[src/hw/rtl/aes_rf_pkg.sv]
// Shared types, constant tables and GF(2^8) helpers for the AES round core.
package aes_rf_pkg;

    // 16-byte block, byte 0 at the most significant position
    typedef logic [0:15][7:0] blk_t;
    // one column, row 0 first
    typedef logic [0:3][7:0] col_t;

    // request type codes; bit 1 selects the inverse path
    typedef enum logic [1:0] {
        REQ_FULL  = 2'd0,
        REQ_FINAL = 2'd1,
        REQ_INV   = 2'd2,
        REQ_INV_B = 2'd3
    } req_type_t;

    // control carried to each column lane
    typedef struct packed {
        logic inv;
        logic mix;
    } lane_ctrl_t;

    // control carried to the merge stage
    typedef struct packed {
        logic valid;
        logic inv;
    } merge_ctrl_t;

    localparam logic [7:0] GF_POLY = 8'h1b;

    localparam logic [3:0] FWD_COEF [4] = '{4'h2, 4'h3, 4'h1, 4'h1};
    localparam logic [3:0] INV_COEF [4] = '{4'he, 4'hb, 4'hd, 4'h9};

    localparam logic [7:0] FWD_SBOX [256] = '{
        8'h63,8'h7c,8'h77,8'h7b,8'hf2,8'h6b,8'h6f,8'hc5,8'h30,8'h01,8'h67,8'h2b,8'hfe,8'hd7,8'hab,8'h76,
        8'hca,8'h82,8'hc9,8'h7d,8'hfa,8'h59,8'h47,8'hf0,8'had,8'hd4,8'ha2,8'haf,8'h9c,8'ha4,8'h72,8'hc0,
        8'hb7,8'hfd,8'h93,8'h26,8'h36,8'h3f,8'hf7,8'hcc,8'h34,8'ha5,8'he5,8'hf1,8'h71,8'hd8,8'h31,8'h15,
        8'h04,8'hc7,8'h23,8'hc3,8'h18,8'h96,8'h05,8'h9a,8'h07,8'h12,8'h80,8'he2,8'heb,8'h27,8'hb2,8'h75,
        8'h09,8'h83,8'h2c,8'h1a,8'h1b,8'h6e,8'h5a,8'ha0,8'h52,8'h3b,8'hd6,8'hb3,8'h29,8'he3,8'h2f,8'h84,
        8'h53,8'hd1,8'h00,8'hed,8'h20,8'hfc,8'hb1,8'h5b,8'h6a,8'hcb,8'hbe,8'h39,8'h4a,8'h4c,8'h58,8'hcf,
        8'hd0,8'hef,8'haa,8'hfb,8'h43,8'h4d,8'h33,8'h85,8'h45,8'hf9,8'h02,8'h7f,8'h50,8'h3c,8'h9f,8'ha8,
        8'h51,8'ha3,8'h40,8'h8f,8'h92,8'h9d,8'h38,8'hf5,8'hbc,8'hb6,8'hda,8'h21,8'h10,8'hff,8'hf3,8'hd2,
        8'hcd,8'h0c,8'h13,8'hec,8'h5f,8'h97,8'h44,8'h17,8'hc4,8'ha7,8'h7e,8'h3d,8'h64,8'h5d,8'h19,8'h73,
        8'h60,8'h81,8'h4f,8'hdc,8'h22,8'h2a,8'h90,8'h88,8'h46,8'hee,8'hb8,8'h14,8'hde,8'h5e,8'h0b,8'hdb,
        8'he0,8'h32,8'h3a,8'h0a,8'h49,8'h06,8'h24,8'h5c,8'hc2,8'hd3,8'hac,8'h62,8'h91,8'h95,8'he4,8'h79,
        8'he7,8'hc8,8'h37,8'h6d,8'h8d,8'hd5,8'h4e,8'ha9,8'h6c,8'h56,8'hf4,8'hea,8'h65,8'h7a,8'hae,8'h08,
        8'hba,8'h78,8'h25,8'h2e,8'h1c,8'ha6,8'hb4,8'hc6,8'he8,8'hdd,8'h74,8'h1f,8'h4b,8'hbd,8'h8b,8'h8a,
        8'h70,8'h3e,8'hb5,8'h66,8'h48,8'h03,8'hf6,8'h0e,8'h61,8'h35,8'h57,8'hb9,8'h86,8'hc1,8'h1d,8'h9e,
        8'he1,8'hf8,8'h98,8'h11,8'h69,8'hd9,8'h8e,8'h94,8'h9b,8'h1e,8'h87,8'he9,8'hce,8'h55,8'h28,8'hdf,
        8'h8c,8'ha1,8'h89,8'h0d,8'hbf,8'he6,8'h42,8'h68,8'h41,8'h99,8'h2d,8'h0f,8'hb0,8'h54,8'hbb,8'h16
    };

    localparam logic [7:0] INV_SBOX [256] = '{
        8'h52,8'h09,8'h6a,8'hd5,8'h30,8'h36,8'ha5,8'h38,8'hbf,8'h40,8'ha3,8'h9e,8'h81,8'hf3,8'hd7,8'hfb,
        8'h7c,8'he3,8'h39,8'h82,8'h9b,8'h2f,8'hff,8'h87,8'h34,8'h8e,8'h43,8'h44,8'hc4,8'hde,8'he9,8'hcb,
        8'h54,8'h7b,8'h94,8'h32,8'ha6,8'hc2,8'h23,8'h3d,8'hee,8'h4c,8'h95,8'h0b,8'h42,8'hfa,8'hc3,8'h4e,
        8'h08,8'h2e,8'ha1,8'h66,8'h28,8'hd9,8'h24,8'hb2,8'h76,8'h5b,8'ha2,8'h49,8'h6d,8'h8b,8'hd1,8'h25,
        8'h72,8'hf8,8'hf6,8'h64,8'h86,8'h68,8'h98,8'h16,8'hd4,8'ha4,8'h5c,8'hcc,8'h5d,8'h65,8'hb6,8'h92,
        8'h6c,8'h70,8'h48,8'h50,8'hfd,8'hed,8'hb9,8'hda,8'h5e,8'h15,8'h46,8'h57,8'ha7,8'h8d,8'h9d,8'h84,
        8'h90,8'hd8,8'hab,8'h00,8'h8c,8'hbc,8'hd3,8'h0a,8'hf7,8'he4,8'h58,8'h05,8'hb8,8'hb3,8'h45,8'h06,
        8'hd0,8'h2c,8'h1e,8'h8f,8'hca,8'h3f,8'h0f,8'h02,8'hc1,8'haf,8'hbd,8'h03,8'h01,8'h13,8'h8a,8'h6b,
        8'h3a,8'h91,8'h11,8'h41,8'h4f,8'h67,8'hdc,8'hea,8'h97,8'hf2,8'hcf,8'hce,8'hf0,8'hb4,8'he6,8'h73,
        8'h96,8'hac,8'h74,8'h22,8'he7,8'had,8'h35,8'h85,8'he2,8'hf9,8'h37,8'he8,8'h1c,8'h75,8'hdf,8'h6e,
        8'h47,8'hf1,8'h1a,8'h71,8'h1d,8'h29,8'hc5,8'h89,8'h6f,8'hb7,8'h62,8'h0e,8'haa,8'h18,8'hbe,8'h1b,
        8'hfc,8'h56,8'h3e,8'h4b,8'hc6,8'hd2,8'h79,8'h20,8'h9a,8'hdb,8'hc0,8'hfe,8'h78,8'hcd,8'h5a,8'hf4,
        8'h1f,8'hdd,8'ha8,8'h33,8'h88,8'h07,8'hc7,8'h31,8'hb1,8'h12,8'h10,8'h59,8'h27,8'h80,8'hec,8'h5f,
        8'h60,8'h51,8'h7f,8'ha9,8'h19,8'hb5,8'h4a,8'h0d,8'h2d,8'he5,8'h7a,8'h9f,8'h93,8'hc9,8'h9c,8'hef,
        8'ha0,8'he0,8'h3b,8'h4d,8'hae,8'h2a,8'hf5,8'hb0,8'hc8,8'heb,8'hbb,8'h3c,8'h83,8'h53,8'h99,8'h61,
        8'h17,8'h2b,8'h04,8'h7e,8'hba,8'h77,8'hd6,8'h26,8'he1,8'h69,8'h14,8'h63,8'h55,8'h21,8'h0c,8'h7d
    };

    // multiply by x with reduction
    function automatic logic [7:0] gf_x2(input logic [7:0] v);
        return {v[6:0], 1'b0} ^ (v[7] ? GF_POLY : 8'h00);
    endfunction

    // product with a constant of at most four bits, shift-and-add
    function automatic logic [7:0] gf_mul(input logic [7:0] v, input logic [3:0] c);
        logic [7:0] acc;
        logic [7:0] p;
        acc = 8'h00;
        p   = v;
        for (int i = 0; i < 4; i++)
        begin
            if (c[i])
            begin
                acc = acc ^ p;
            end
            p = gf_x2(p);
        end
        return acc;
    endfunction

endpackage

[src/hw/rtl/aes_rf_lane.sv]
// One column lane: forward or inverse MixColumns, or a pass-through, on a single column, registered.
module aes_rf_lane (
    input  logic                   clk,
    input  aes_rf_pkg::lane_ctrl_t ctrl,
    input  aes_rf_pkg::col_t       col_in,
    output aes_rf_pkg::col_t       col_out
);
    import aes_rf_pkg::*;

    col_t col_next;
    col_t col_reg;

    // matrix product over the column; final rounds pass the column through
    always_comb
    begin
        logic [1:0] idx;
        logic [7:0] acc;
        col_next = col_in;
        for (int r = 0; r < 4; r++)
        begin
            acc = 8'h00;
            for (int j = 0; j < 4; j++)
            begin
                idx = 2'(4 + j - r);
                if (ctrl.inv)
                begin
                    acc = acc ^ gf_mul(col_in[j], INV_COEF[idx]);
                end
                else
                begin
                    acc = acc ^ gf_mul(col_in[j], FWD_COEF[idx]);
                end
            end
            if (ctrl.inv || ctrl.mix)
            begin
                col_next[r] = acc;
            end
        end
    end

    // lane output register
    always_ff @(posedge clk)
    begin
        col_reg <= col_next;
    end

    assign col_out = col_reg;

endmodule

[config.mk]
export PLATFORM = sky130hd
export DESIGN_NAME = aes_rf_lane
export DESIGN_NICKNAME = d
export VERILOG_FILES = /design/src/hw/rtl/aes_rf_pkg.sv /design/src/hw/rtl/aes_rf_lane.sv
export SDC_FILE = /design/constraint.sdc
export NUM_CORES = 1
export LEC_CHECK = 0
export BUFFER_PORTS_ARGS = -buffer_cell sky130_fd_sc_hd__buf_2
export CAP_MARGIN = 30
export CELL_PAD_IN_SITES_DETAIL_PLACEMENT = 1
export CELL_PAD_IN_SITES_GLOBAL_PLACEMENT = 2
export CORE_MARGIN = 4
export CORE_UTILIZATION = 35
export CTS_CLUSTER_DIAMETER = 200
export DETAILED_ROUTE_END_ITERATION = 8
export PLACE_DENSITY = 0.81
export SLEW_MARGIN = 20
export SYNTH_ARGS = -nofsm -noshare
export SYNTH_HDL_FRONTEND = slang
export SYNTH_SLANG_ARGS = --single-unit
[constraint.sdc]
create_clock -name clk -period 2.3 [get_ports clk]
set_input_delay 0.23 -clock clk [delete_from_list [all_inputs] [get_ports clk]]
set_output_delay 0.23 -clock clk [all_outputs]
set_load 0.05 [all_outputs]
==> flow_metrics.env <==
export IMPL_outcome="complete, no violations"
export IMPL_wl_mm=10.4
export IMPL_die_area_sq_um=11600
export IMPL_cp_max_fo=6
export IMPL_finalSetupViolCount=0
export IMPL_synth_area_per_cell_sq_um=9.52
export IMPL_ant_nets=0
export IMPL_min_period_ns=1.98
export IMPL_worstSetupPathDepth=7
export IMPL_antenna_found_initial=0
export IMPL_yosys_top_cells_area="xnor2_1 35%, dfxtp_1 18%, xnor3_1 12%, xor2_1 9.5%, mux2i_1 2.9%"
export IMPL_grt_start_max_net_pins=23
export IMPL_rows=36
export IMPL_cts_buffer_depth=2
export IMPL_fin_area_sq_um=4190
export IMPL_num_antenna_cells=0
export IMPL_yosysWarnings=0
export IMPL_vias=2667
export IMPL_slowest_delay_ns=0.47
export IMPL_fmaxAchievable_mhz=504
export IMPL_postCtsSetupBuffers=0
export IMPL_die_h_um=108
export IMPL_drt_iter0_drc=109
export IMPL_min_from="col_in[26]"
export IMPL_crit_slowest_cell="xnor3_1"
export IMPL_cts_tree="built"
export IMPL_yosysTopAreaCellShare=0.346
export IMPL_grt_total_usage=0.190
export IMPL_fin_crit_sh=0.863
export IMPL_crit_buf_inv=1
export IMPL_syn_inst=367
export IMPL_path_clk_slew_ns=0.07
export IMPL_ys_ff_latch=32
export IMPL_postCtsHoldBufs=0
export IMPL_clock_root_buffer="clkbuf_8"
export IMPL_first_pass_iters=5
export IMPL_tns_ns=0
export IMPL_grt_pass1_wl_mm=16.5
export IMPL_startpoint_type="input pin"
export IMPL_slew_viol_final=0
export IMPL_crit_arrival_ns=2.21
export IMPL_critPathCapture="col_out[20]"
export IMPL_path_common_cell="xnor3_1"
export IMPL_port_buffers=66
export IMPL_syn_area_sq_um=3490
export IMPL_required_ns=2.52
export IMPL_worst_setup_path_end_kind="register"
export IMPL_dpl_hpwl_mm=8.47
export IMPL_cts_made_buffers=5
export IMPL_vdd_drop_max_mv=0.558
export IMPL_drive_gt1_frac=0.274
export IMPL_finish_net_count=475
export IMPL_startpoint="col_in[21]"
export IMPL_gp_congestion=0.926
export IMPL_fp_dieW_um=108
export IMPL_start_util=0.359
export IMPL_tightestPinTransition_ns=0.899
export IMPL_clock_sinks=32
export IMPL_hold_viol_final=0
export IMPL_finish_utilization=0.431
export IMPL_area_growth_pct=19.9
export IMPL_synth_distinct_cells=30
export IMPL_slew_headroom=0.398
export IMPL_largest_register_ffs=32
export IMPL_place_area_sq_um=4080
export IMPL_core_area_sq_um=9730
export IMPL_powerDensity_nw_per_um2=1050
export IMPL_wl_per_cell_um=18.1
export IMPL_drv_cap=0
export IMPL_p_leak_nw=1.83
export IMPL_critical_path_class="input pin to register"
export IMPL_yosys_area_top_type="xnor2_1"
export IMPL_grt_overflow_total=0
export IMPL_htreeDepth=2
export IMPL_min_path_type="input pin to register"
export IMPL_ios=67
export IMPL_post_drt_via_cell_ratio=4.65
export IMPL_timing_hold_ws_ns=0.231
export IMPL_ys_seq_area_frac=0.183
export IMPL_crit_chain="buf_2, xor2_1, xnor3_1, and2_4, xnor3_1, a211o_1, o21ai_0"
export IMPL_grt_pass1_vias=2984
export IMPL_synth_nets=402
export IMPL_grt_setup_unrepaired="no"
export IMPL_path_delay_family="XOR/XNOR gates"
export IMPL_drc_errors=0
export IMPL_cts_resized_gates=0
[cell families (layout without fill, tap and decap cells)]
family,Yosys count,in the layout,share of synthesized area
compound gates,36,36,0.0573
buf+inv,39,113,0.0541
xor+xnor,204,204,0.618
simple gates,43,43,0.0491
flops,32,32,0.183
mux,13,13,0.0383
[where the power goes]
| group | internal (mW) | leakage [nW] | switching, mW |
|---|---|---|---|
| logic | 1.17 | 1.50 | 1.80 |
| registers | 0.795 | 0.270 | 0.0544 |
| clock network | 0.322 | 0.0552 | 0.249 |
[worst min-delay path: stages]
cell and delay, ns:
buf_2 0.14, nand2_1 0.06, o21ai_0 0.06
[cell type report]
type	count	area, sq um
inverter	3	11.3
tap	133	166
multi-input combinational	296	2660
sequential	32	641
clock inverter	2	35.0
fill	1167	5540
timing repair buffer	102	601
clock buffer	6	72.6
[how the worst min path moves through the flow]
stage | to | slack (ns) | cells past startpoint
after global placement | col_out[26] | 0.52 | 3
after CTS | col_out[26] | 0.22 | 3
after floorplan | col_out[16] | 0.37 | 1
after global routing | col_out[16] | 0.26 | 2
after detailed placement | col_out[26] | 0.55 | 3
final | col_out[26] | 0.23 | 3
[metal layers]
layer  GRT usage  share of wire
met4      0.0514          0.017
met2       0.315           0.47
met5           0              0
met3      0.0288          0.042
met1       0.256           0.47
[synthesized netlist by cell type]
| cell | n |
|---|---|
| a211o_1 | 2 |
| a211oi_1 | 2 |
| a21o_1 | 1 |
| a21oi_1 | 13 |
| and2_4 | 1 |
| buf_1 | 3 |
| buf_2 | 13 |
| buf_4 | 3 |
| buf_6 | 2 |
| clkbuf_1 | 15 |
| dfxtp_1 | 32 |
| inv_1 | 3 |
| mux2_2 | 3 |
| mux2i_1 | 10 |
| nand2_1 | 20 |
| nor2_1 | 20 |
| nor2b_1 | 1 |
| o21a_1 | 1 |
| o21ai_0 | 14 |
| o21ai_1 | 1 |
| o22ai_1 | 2 |
| or2_2 | 1 |
| xnor2_1 | 138 |
| xnor2_2 | 2 |
| xnor2_4 | 1 |
| xnor3_1 | 18 |
| xnor3_2 | 2 |
| xor2_1 | 38 |
| xor2_2 | 2 |
| xor3_1 | 3 |
[cell usage in the layout, fill, tap and decap left out, types with 3 or more instances in the layout]
cell type,count
a21oi_1,13
mux2_2,3
buf_4,36
nand2_1,20
xor3_1,3
xnor3_1,18
xnor2_1,138
buf_2,66
dfxtp_1,32
inv_1,3
o21ai_0,14
clkbuf_8,5
mux2i_1,10
nor2_1,20
xor2_1,38
[through the flow]
step | power (mW) | std cells | worst slack (ns)
final | 4.38 | 574 | 0.315
after global placement | 3.78 | 566 | 0.128
after detailed placement | 3.83 | 566 | 0.0967
after floorplan | 3.17 | 367 | 0.200
after CTS | 4.44 | 574 | 0.339
after global routing | 4.65 | 574 | 0.283
(Power assumes the default switching activity.)
